$ cat config.mk
export PLATFORM = sky130hd
export DESIGN_NAME = dual_port_state_run_length_encoder
export DESIGN_NICKNAME = d
export VERILOG_FILES = /design/src/hdl/dpsrle_pkg.sv /design/src/hdl/dpsrle_run_track.sv /design/src/hdl/dpsrle_res_fifo.sv /design/src/hdl/dual_port_state_run_length_encoder.sv
export SDC_FILE = /design/constraint.sdc
export NUM_CORES = 1
export LEC_CHECK = 0
export BUFFER_PORTS_ARGS = -buffer_cell sky130_fd_sc_hd__clkbuf_2
export CAP_MARGIN = 30
export CORE_UTILIZATION = 30
export DETAILED_ROUTE_END_ITERATION = 10
export SLEW_MARGIN = 20
export SYNTH_ARGS = -nofsm -noshare
export SYNTH_HDL_FRONTEND = slang
export SYNTH_HIERARCHICAL = 1
export SYNTH_SLANG_ARGS = --single-unit
$ cat constraint.sdc
create_clock -name clk -period 10.5 [get_ports clk]
set_input_delay 0.525 -clock clk [delete_from_list [all_inputs] [get_ports clk]]
set_output_delay 0.525 -clock clk [all_outputs]
set_load 0.02 [all_outputs]
$ cat src/hdl/dpsrle_pkg.sv
package dpsrle_pkg;

  // Item and state widths
  localparam int CHANNELS      = 16;
  localparam int MAX_RUNS      = 1024;
  localparam int DURATION_BITS = 32;
  localparam int WORD_W        = 16;
  localparam int DUR_W         = DURATION_BITS;
  localparam int IDX_W         = 16;
  localparam int LEN_W         = 11;

  // Constants derived from the widths above
  localparam logic [WORD_W-1:0] CH_MASK   = WORD_W'((64'd1 << CHANNELS) - 64'd1);
  localparam logic [IDX_W-1:0]  COUNT_MAX = {IDX_W{1'b1}};
  localparam logic [DUR_W-1:0]  DUR_MAX   = {DUR_W{1'b1}};
  localparam logic [LEN_W-1:0]  LEN_RESET = LEN_W'(1024);
  localparam logic [IDX_W-1:0]  RUNS_LIM  = IDX_W'(MAX_RUNS);

  // Result queue geometry
  localparam int FIFO_DEPTH = 4;
  localparam int PTR_W      = $clog2(FIFO_DEPTH);
  localparam int CNT_W      = $clog2(FIFO_DEPTH + 1);

  // One result item
  typedef struct packed {
    logic              port;
    logic [WORD_W-1:0] word;
    logic [DUR_W-1:0]  duration;
    logic [IDX_W-1:0]  index;
    logic              stored;
    logic              final_run;
    logic [IDX_W-1:0]  total;
  } res_t;

  // Up to two results written to the queue in the same cycle
  typedef struct packed {
    logic [1:0] n;
    res_t       r0;
    res_t       r1;
  } push_t;

endpackage

$ cat src/hdl/dpsrle_run_track.sv
module dpsrle_run_track (
  input  logic                        clk,
  input  logic                        rst_n,
  input  logic                        in_valid,
  output logic                        in_ready,
  input  logic                        in_port_sel,
  input  logic [dpsrle_pkg::WORD_W-1:0] in_sample_word,
  input  logic                        in_last_sample,
  input  logic [dpsrle_pkg::LEN_W-1:0]  port_length,
  input  logic                        room,
  output dpsrle_pkg::push_t           push
);
  import dpsrle_pkg::*;

  // Input register
  logic              s1_vld_r;
  logic              s1_port_r;
  logic [WORD_W-1:0] s1_word_r;
  logic              s1_last_r;

  // Per-port run state
  logic [WORD_W-1:0] cur_word_r [2];
  logic [DUR_W-1:0]  run_len_r  [2];
  logic [IDX_W-1:0]  run_cnt_r  [2];
  logic              run_open_r [2];

  logic              take;
  logic              fire;
  logic              p;
  logic [WORD_W-1:0] w;
  logic              open;
  logic [WORD_W-1:0] cw;
  logic [DUR_W-1:0]  rl;
  logic [IDX_W-1:0]  rc;
  logic              change;
  logic [WORD_W-1:0] cw_nxt;
  logic [DUR_W-1:0]  rl_nxt;
  logic [IDX_W-1:0]  rc_nxt;
  logic [IDX_W-1:0]  lim;
  res_t              res_chg;
  res_t              res_fin;

  assign take     = in_valid && in_ready;
  assign fire     = s1_vld_r && room;
  assign in_ready = !s1_vld_r || room;

  always_ff @(posedge clk) begin
    if (!rst_n) begin
      s1_vld_r <= 1'b0;
    end else if (take) begin
      s1_vld_r <= 1'b1;
    end else if (fire) begin
      s1_vld_r <= 1'b0;
    end
  end

  always_ff @(posedge clk) begin
    if (take) begin
      s1_port_r <= in_port_sel;
      s1_word_r <= in_sample_word;
      s1_last_r <= in_last_sample;
    end
  end

  // Read the state of the item's port.
  assign p    = s1_port_r;
  assign w    = s1_word_r & CH_MASK;
  assign open = run_open_r[p];
  assign cw   = cur_word_r[p];
  assign rl   = run_len_r[p];
  assign rc   = run_cnt_r[p];

  // Open, close or extend the run.
  always_comb begin
    change = 1'b0;
    cw_nxt = cw;
    rl_nxt = rl;
    rc_nxt = rc;
    if (!open) begin
      cw_nxt = w;
      rl_nxt = DUR_W'(1);
      rc_nxt = '0;
    end else if (w != cw) begin
      change = 1'b1;
      cw_nxt = w;
      rl_nxt = DUR_W'(1);
      rc_nxt = (rc < COUNT_MAX) ? rc + IDX_W'(1) : rc;
    end else if (rl < DUR_MAX) begin
      rl_nxt = rl + DUR_W'(1);
    end
  end

  // Stored limit is the configured length clamped to the table size.
  assign lim = (IDX_W'(port_length) < RUNS_LIM) ? IDX_W'(port_length) : RUNS_LIM;

  // The run closed by a word change carries the old state.
  always_comb begin
    res_chg.port      = p;
    res_chg.word      = cw;
    res_chg.duration  = rl;
    res_chg.index     = rc;
    res_chg.stored    = rc < lim;
    res_chg.final_run = 1'b0;
    res_chg.total     = '0;
  end

  // The flushed final run carries the updated state and the run total.
  always_comb begin
    res_fin.port      = p;
    res_fin.word      = cw_nxt;
    res_fin.duration  = rl_nxt;
    res_fin.index     = rc_nxt;
    res_fin.stored    = rc_nxt < lim;
    res_fin.final_run = 1'b1;
    res_fin.total     = (rc_nxt < COUNT_MAX) ? rc_nxt + IDX_W'(1) : COUNT_MAX;
  end

  // A word change goes out first, then the flush.
  always_comb begin
    push.n  = 2'd0;
    push.r0 = res_fin;
    push.r1 = res_fin;
    if (fire) begin
      push.n = {1'b0, change} + {1'b0, s1_last_r};
      if (change) begin
        push.r0 = res_chg;
      end
    end
  end

  // Update the port's state; the last sample returns it to empty.
  always_ff @(posedge clk) begin
    if (!rst_n) begin
      for (int i = 0; i < 2; i++) begin
        cur_word_r[i] <= '0;
        run_len_r[i]  <= '0;
        run_cnt_r[i]  <= '0;
        run_open_r[i] <= 1'b0;
      end
    end else if (fire) begin
      if (s1_last_r) begin
        cur_word_r[p] <= '0;
        run_len_r[p]  <= '0;
        run_cnt_r[p]  <= '0;
        run_open_r[p] <= 1'b0;
      end else begin
        cur_word_r[p] <= cw_nxt;
        run_len_r[p]  <= rl_nxt;
        run_cnt_r[p]  <= rc_nxt;
        run_open_r[p] <= 1'b1;
      end
    end
  end

`ifndef SYNTH
  a_last_closes: assert property (@(posedge clk) disable iff (!rst_n)
    fire && s1_last_r |=> !run_open_r[$past(p)])
    else $error("port still open after its last sample");
  a_push_fits: assert property (@(posedge clk) disable iff (!rst_n)
    (push.n != 2'd0) |-> room)
    else $error("results pushed without queue room");
  a_open_has_len: assert property (@(posedge clk) disable iff (!rst_n)
    fire && !s1_last_r |=> run_len_r[$past(p)] != '0)
    else $error("open run with zero duration");
`endif

endmodule

$ cat src/hdl/dpsrle_res_fifo.sv
module dpsrle_res_fifo (
  input  logic              clk,
  input  logic              rst_n,
  input  dpsrle_pkg::push_t push,
  output logic              room,
  output logic              out_valid,
  input  logic              out_ready,
  output dpsrle_pkg::res_t  out_res
);
  import dpsrle_pkg::*;

  res_t             mem_r [FIFO_DEPTH];
  logic [PTR_W-1:0] wr_ptr_r;
  logic [PTR_W-1:0] rd_ptr_r;
  logic [CNT_W-1:0] count_r;
  logic             pop;
  logic [PTR_W-1:0] wr_ptr_p1;

  assign pop       = out_valid && out_ready;
  assign out_valid = count_r != '0;
  assign out_res   = mem_r[rd_ptr_r];
  assign wr_ptr_p1 = wr_ptr_r + PTR_W'(1);

  // Room for a full pair of results from the next item.
  assign room = count_r <= CNT_W'(FIFO_DEPTH - 2);

  // Entry storage: one or two writes per cycle.
  always_ff @(posedge clk) begin
    if (push.n != 2'd0) begin
      mem_r[wr_ptr_r] <= push.r0;
    end
    if (push.n == 2'd2) begin
      mem_r[wr_ptr_p1] <= push.r1;
    end
  end

  // Pointers and fill count.
  always_ff @(posedge clk) begin
    if (!rst_n) begin
      wr_ptr_r <= '0;
      rd_ptr_r <= '0;
      count_r  <= '0;
    end else begin
      wr_ptr_r <= wr_ptr_r + PTR_W'(push.n);
      if (pop) begin
        rd_ptr_r <= rd_ptr_r + PTR_W'(1);
      end
      count_r <= count_r + CNT_W'(push.n) - CNT_W'(pop);
    end
  end

`ifndef SYNTH
  a_no_overflow: assert property (@(posedge clk) disable iff (!rst_n)
    count_r + CNT_W'(push.n) <= CNT_W'(FIFO_DEPTH))
    else $error("result queue overflow");
  a_pop_only: assert property (@(posedge clk) disable iff (!rst_n)
    pop && push.n == 2'd0 |=> count_r == $past(count_r) - CNT_W'(1))
    else $error("fill count wrong after pop");
`endif

endmodule

$ cat src/hdl/dual_port_state_run_length_encoder.sv
// Run-length encoder for two ports of 16-bit channel words. Each sample item
// goes into an input register, is compared with its port's open run, and
// leaves zero, one or two run items (a closed run, then the final flush when
// the sample is marked last) in a four-entry result queue. The queue drains
// one run item per cycle while out_ready is high, so a new sample is taken
// every cycle as long as each sample yields at most one run; a sample that
// yields two runs takes two slots of output bandwidth. A run item passes
// through the input register, then the result queue, before it is visible.
// The input register advances only while the queue has two free entries.
// port_length is written through cfg_we and cfg_wdata and resets to 1024.
module dual_port_state_run_length_encoder (
  input  logic                          clk,
  input  logic                          rst_n,
  input  logic                          in_valid,
  output logic                          in_ready,
  input  logic                          in_port_sel,
  input  logic [dpsrle_pkg::WORD_W-1:0] in_sample_word,
  input  logic                          in_last_sample,
  output logic                          out_valid,
  input  logic                          out_ready,
  output logic                          out_port,
  output logic [dpsrle_pkg::WORD_W-1:0] out_run_word,
  output logic [dpsrle_pkg::DUR_W-1:0]  out_run_duration,
  output logic [dpsrle_pkg::IDX_W-1:0]  out_run_index,
  output logic                          out_stored,
  output logic                          out_final_run,
  output logic [dpsrle_pkg::IDX_W-1:0]  out_total_runs,
  input  logic                          cfg_we,
  input  logic [dpsrle_pkg::LEN_W-1:0]  cfg_wdata
);
  import dpsrle_pkg::*;

  logic [LEN_W-1:0] port_length_r;
  logic             room;
  push_t            push;
  res_t             res;

  // Configuration register.
  always_ff @(posedge clk) begin
    if (!rst_n) begin
      port_length_r <= LEN_RESET;
    end else if (cfg_we) begin
      port_length_r <= cfg_wdata;
    end
  end

  dpsrle_run_track u_track (
    .clk            (clk),
    .rst_n          (rst_n),
    .in_valid       (in_valid),
    .in_ready       (in_ready),
    .in_port_sel    (in_port_sel),
    .in_sample_word (in_sample_word),
    .in_last_sample (in_last_sample),
    .port_length    (port_length_r),
    .room           (room),
    .push           (push)
  );

  dpsrle_res_fifo u_fifo (
    .clk       (clk),
    .rst_n     (rst_n),
    .push      (push),
    .room      (room),
    .out_valid (out_valid),
    .out_ready (out_ready),
    .out_res   (res)
  );

  // Result item fields.
  assign out_port         = res.port;
  assign out_run_word     = res.word;
  assign out_run_duration = res.duration;
  assign out_run_index    = res.index;
  assign out_stored       = res.stored;
  assign out_final_run    = res.final_run;
  assign out_total_runs   = res.total;

endmodule
== Word-level counts from Yosys, hierarchy flattened ==
Memories as Yosys holds them, arrays and structs flattened. A register that Yosys moved wholly into a read port is not among the register bits.
Cells that the tools add are included.
Operators by class
  add/sub/neg operators: 9
  $mul: 0
  divide/modulo/power cells: 0
  magnitude comparators: 7
  equal/unequal tests: 2
  shift-type cells: 0
  multiplexer cells: 51
  bitwise gates (word level): 4
  reductions and logical operators: 12
Operators with widths (count)
  2-to-1 mux 16 bit: 10
  2-to-1 mux 32 bit: 5
  2-to-1 mux 85 bit: 1
  2-to-1 mux 82 bit: 1
  adder 16 x 1 -> 16 bit (second input constant): 2
  adder 32 x 1 -> 32 bit (second input constant): 1
  < comparator 16 bit: 2
  < comparator 16 bit (second input constant): 2
  < comparator 32 bit (second input constant): 1
  OR reduction 16 bit: 2
  OR reduction 32 bit: 1
  2-to-1 mux 1 bit: 31
  != test 16 bit: 1
  < comparator 11 bit (second input constant): 1
  2-to-1 mux 11 bit: 1
  adder 2 x 1 -> 2 bit (second input constant): 2
  2-to-1 mux 2 bit: 2
  bitwise OR 1 bit: 4
  nonzero test 2 bit: 2
  adder 3 x 2 -> 3 bit: 1
  less-or-equal comparator 3 x 2 -> 1 bit (second input constant): 1
  logical AND 1 bit: 3
  nonzero test 3 bit: 1
  subtractor 3 x 1 -> 3 bit: 1
  6 further kinds: 6
Word-level totals
  bits in registers: 37
  latch bits: 0
  RAM bits: 462
  ROM bits: 0
  input bits: 34
  output and inout port bits: 85
  logic and storage cells: 98
  memories kept: 5
Memory list
  u_fifo.mem_r: depth 4, bits a word 83, rd ports 1, clocked after memory_dff 1, wr ports 2, RTL line dpsrle_res_fifo.sv:12  | res_t mem_r [FIFO_DEPTH];
  u_track.run_len_r: depth 2, bits a word 32, rd ports 1, clocked after memory_dff 1, wr ports 2, RTL line dpsrle_run_track.sv:23  | logic [DUR_W-1:0] run_len_r [2];
  u_track.cur_word_r: depth 2, bits a word 16, rd ports 1, clocked after memory_dff 1, wr ports 2, RTL line dpsrle_run_track.sv:22  | logic [WORD_W-1:0] cur_word_r [2];
  u_track.run_cnt_r: depth 2, bits a word 16, rd ports 1, clocked after memory_dff 1, wr ports 2, RTL line dpsrle_run_track.sv:24  | logic [IDX_W-1:0] run_cnt_r [2];
  u_track.run_open_r: depth 2, bits a word 1, rd ports 1, clocked after memory_dff 1, wr ports 2, RTL line dpsrle_run_track.sv:25  | logic run_open_r [2];

== Logic depth before layout (Yosys ltp) ==
  depth in word-level cells: 11
  depth in mapped cells: 22
  mapped depth without buffers: 19

== Cells and area by module ==
The synthesis kept the hierarchy.
Modules (own cells, without submodules)
  dpsrle_res_fifo: instances 1, cells an instance 851, area each 16449.5 um^2, seq. area each 10149.7 um^2
  dpsrle_run_track: instances 1, cells an instance 1041, area each 9843.2 um^2, seq. area each 4464.3 um^2
  dual_port_state_run_length_encoder: instances 1, cells an instance 35, area each 411.6 um^2, seq. area each 220.2 um^2

== Worst setup path after synthesis ==
Ideal clock, no wire load.
  kind: register to register
  start: reg with a tool-made name
  end: mem u_fifo/mem_r[0][0] in the netlist's numbering (enable)
  library setup time: 639 ps
  arrival: 8734 ps
  data required time: 9861 ps
  slack: 1127 ps
  stages on the path, launching flop included: 15
  buffers on the path: 8
  clock period less this slack: 9373 ps
  cells stage by stage: dfxtp_1 > buf_6 > buf_4 > buf_4 > buf_4 > buf_2 > o21a_1 > clkbuf_1 > buf_1 > clkbuf_1 > nor2_1 > ha_1 > and3_1 > o21bai_1 > o21ai_0
RTL lines (RTL line)
  end, declared: dpsrle_res_fifo.sv:12

==> key figures <==
Run status
  • Status: finished, final reports clean

Finish
  • Fillers: 8585
  • Finished Cell Area: 0.03019 mm2
  • P&R area growth vs syn: 13.03%
  • Area of the multi-input gates: 0.01098 mm2
  • Layout cells sized above 1: 25.40%
  • Reg area: 0.01485 mm2
  • Most frequent cells in the layout: edfxtp_1, mux2_1, mux2_2, nor2_1, clkbuf_2
  • # diodes: 0
  • Nets: 2073
  • Commonest non-fill, non-tap cell in the layout: edfxtp_1

Setup path
  • Worst Path Required: 10.95 ns
  • CP Max Fanout: 66
  • Crit path arrival time: 7.01 ns
  • Slowest Stage Delay on Critical Path: 0.86 ns
  • Cell Chain, Critical Path: buf_4, mux2i_1, a2111oi_4, nand4_1, nand2_1, xnor2_1, nand2_1, inv_1, ha_1, o211ai_1, nor4_2, nand4_2, a31oi_1, mux2_2
  • CP Capture Type: register
  • Crit path kind: reg -> reg
  • Crit-path most repeated cell: nand2_1
  • Cell family with most CP delay: simple AND/OR/NAND/NOR gates
  • Reg2Reg Setup Slack: 3.94 ns
  • Worst path slowest cell: dfxtp_4
  • Startpoint class of the critical path: register
  • CP Buf/Inv Count: 2

Detailed routing
  • Via count: 16.43k
  • DRT iter0 DRCs: 1231
  • Post-DRT Antenna Nets: 0
  • Drt drc: 0
  • DR WL/cell: 22.23 um
  • DRT Pass-1 Iters: 5
  • Total Routed Length: 71.57 mm
  • Vias/cell: 5.103

Synth
  • Ys flop type: edfxtp_1
  • Sequential fraction of the synthesis area: 55.55%
  • Syn_nets: 1990
  • Number of synthesized flops with an enable pin: 478
  • Yosys warnings: 6
  • #FFs+latches synth: 502
  • Syn avg cell area: 13.86 um2
  • Post-Syn Instances: 1927
  • Ys async rst share: 0%
  • Post-synthesis cell type count: 77
  • Synthesized area: 0.02670 mm2

CTS
  • TritonCTS Sinks: 502
  • Max Root-Sink Buffers: 3
  • Post-CTS Repair Setup Buffers: 0
  • CTS Root Cell: clkbuf_16
  • PostCTS Resize Cnt: 0
  • CTS tree: done
  • Cts hold-fix bufs: 0
  • Clock Latency Late Sink: 0.64 ns
  • CTS Buf Count: 55
  • H-tree Lvls: 2
  • Clock-pin transition on the worst setup and hold timing paths: 0.06 ns

Timing
  • Final Setup Violations: 0
  • Tightest hold margin: 0.05160 ns
  • Slew headroom: 34.61%
  • Period utilisation layout: 62.44%
  • Worst-Margin Slew: 0.9719 ns
  • Fmax: 152.5 MHz
  • RSZ-0062 raised after global routing: false
  • Clock Skew: 0.06533 ns
  • Final Slew Violations: 0
  • Fin crit period: 6.556 ns
  • Final setup TNS: 0 ns
  • Hold Vio Cnt, Final: 0

Power and ir drop
  • Final Total Pwr: 5.202 mW
  • Power Density: 172.3 mW/mm2
  • Leak: 10.93 nW
  • Peak supply drop: 134.2 uV

Global route
  • Vias in the first global route: 17.50k
  • Gr ovfl total: 0
  • First-pass GRT wire length: 107.5 mm
  • Largest net degree at the start of global routing: 67
  • Initial antenna violation count: 3
  • Tot GR Track Use: 15.71%

Job
  • Max cap viols: 0

Floorplanning
  • Die Area: 0.09021 mm2
  • Initial Utilization: 30.26%
  • Die Y-Extent: 300.4 um
  • Core Region: 0.08824 mm2
  • Width of the die: 300.4 um
  • Top-level I/O count: 119
  • # rows: 109

Hold path
  • Hold crit path type: in -> reg

Placement
  • Placed inst area: 0.02847 mm2
  • PortBufs: 118
  • Final RePlAce weighted congestion: 0.8995
  • Detailed Place HPWL: 45.67 mm
==> logic make-up after synthesis <==
kind of cell / Yosys count / share of synthesized area, %
DFF: 502 / 55.55
muxes: 498 / 24.21
buffers and inverters: 201 / 3.645
adders and majority gates: 29 / 1.387
AOI/OAI and AO/OA: 174 / 4.179
other: 1 / 0.01404
xor gates and xnor gates: 61 / 2.104
and+or+nand+nor: 461 / 8.907
==> Yosys cell counts, drive strengths merged, types with 36 or more instances <==
| cell type | number | area, um2 |
|---|---|---|
| xnor2 | 44 | 385.4 |
| and2 | 48 | 300.3 |
| nand2 | 95 | 356.6 |
| inv | 70 | 262.8 |
| o21ai | 52 | 260.2 |
| mux2i | 76 | 779.5 |
| a21oi | 52 | 260.3 |
| clkbuf | 55 | 206.5 |
| mux2 | 339 | 3817 |
| mux4 | 83 | 1869 |
| buf | 74 | 496.7 |
| nand3 | 36 | 180.2 |
| edfxtp | 478 | 14350 |
| nor2 | 149 | 559.3 |
==> flip-flops by register name (all words and copies together), names as in the netlist, 2 cells and up, named ones only <==
signal / count
port_length_r: 11
u_fifo/count_r: 3
u_fifo/mem_r: 332
u_fifo/rd_ptr_r: 2
u_fifo/wr_ptr_r: 2
u_track/cur_word_r: 32
u_track/run_cnt_r: 32
u_track/run_len_r: 64
u_track/run_open_r: 2
u_track/s1_word_r: 16
==> layer usage <==
| metal | wire [um] | track usage (%) | vias up |
|---|---|---|---|
| li1 | - | - | 7480 |
| met5 | 37 | 0 | - |
| met1 | 29450 | 19.15 | 8407 |
| met3 | 4024 | 3.230 | 117 |
| met2 | 36000 | 27.51 | 423 |
| met4 | 2047 | 5.187 | 6 |
==> worst register-to-register path: cells and delay by family (launching register included) <==
| kind | cells | cell delay, ns |
|---|---|---|
| AO/OA/AOI/OAI | 3 | 1.18 |
| XOR/XNOR | 1 | 0.19 |
| adder cells (fa/ha/maj) | 1 | 0.25 |
| buffers and inverters | 2 | 1.05 |
| flip-flops | 1 | 0.86 |
| multiplexers | 2 | 0.62 |
| AND/OR/NAND/NOR | 5 | 2.21 |
==> report_power, final <==
group	total (mW)	switching, mW	internal (mW)	leakage (nW)
logic	0.984	0.579	0.404	5.33
clock network	1.82	0.818	1.00	0.804
registers	2.40	0.0989	2.30	4.80
==> cell type report <==
cell class / count / share of cell area [%]
Tap cell: 1165 / 4.829
Sequential cell: 502 / 49.18
Timing Repair Buffer: 155 / 3.175
Clock buffer: 75 / 4.841
Clock inverter: 27 / 0.6881
Inverter: 72 / 0.8953
Multi-Input combinational cell: 1224 / 36.39
==> stage by stage <==
step | utilization (%) | std cells | worst slack (ns)
floorplan | - | 1927 | 1.127
CTS | 34.16 | 3217 | 4.061
finish | 34.21 | 3220 | 3.944
detailed placement | 32.26 | 3115 | 4.089
global route | 34.21 | 3220 | 3.505
global placement | 32.15 | 3111 | 4.372
==> final timing paths <==
check,end,cells after the start,start
setup / recovery,u_fifo/mem_r[2][15],14,register
hold / removal,u_track/s1_word_r[10],1,in_sample_word[10]
setup reg to reg,u_fifo/mem_r[2][15],14,register
hold reg to reg,u_track/run_open_r[1],2,u_track/run_open_r[1]
Note: power is estimated with default switching activity, not from simulation.
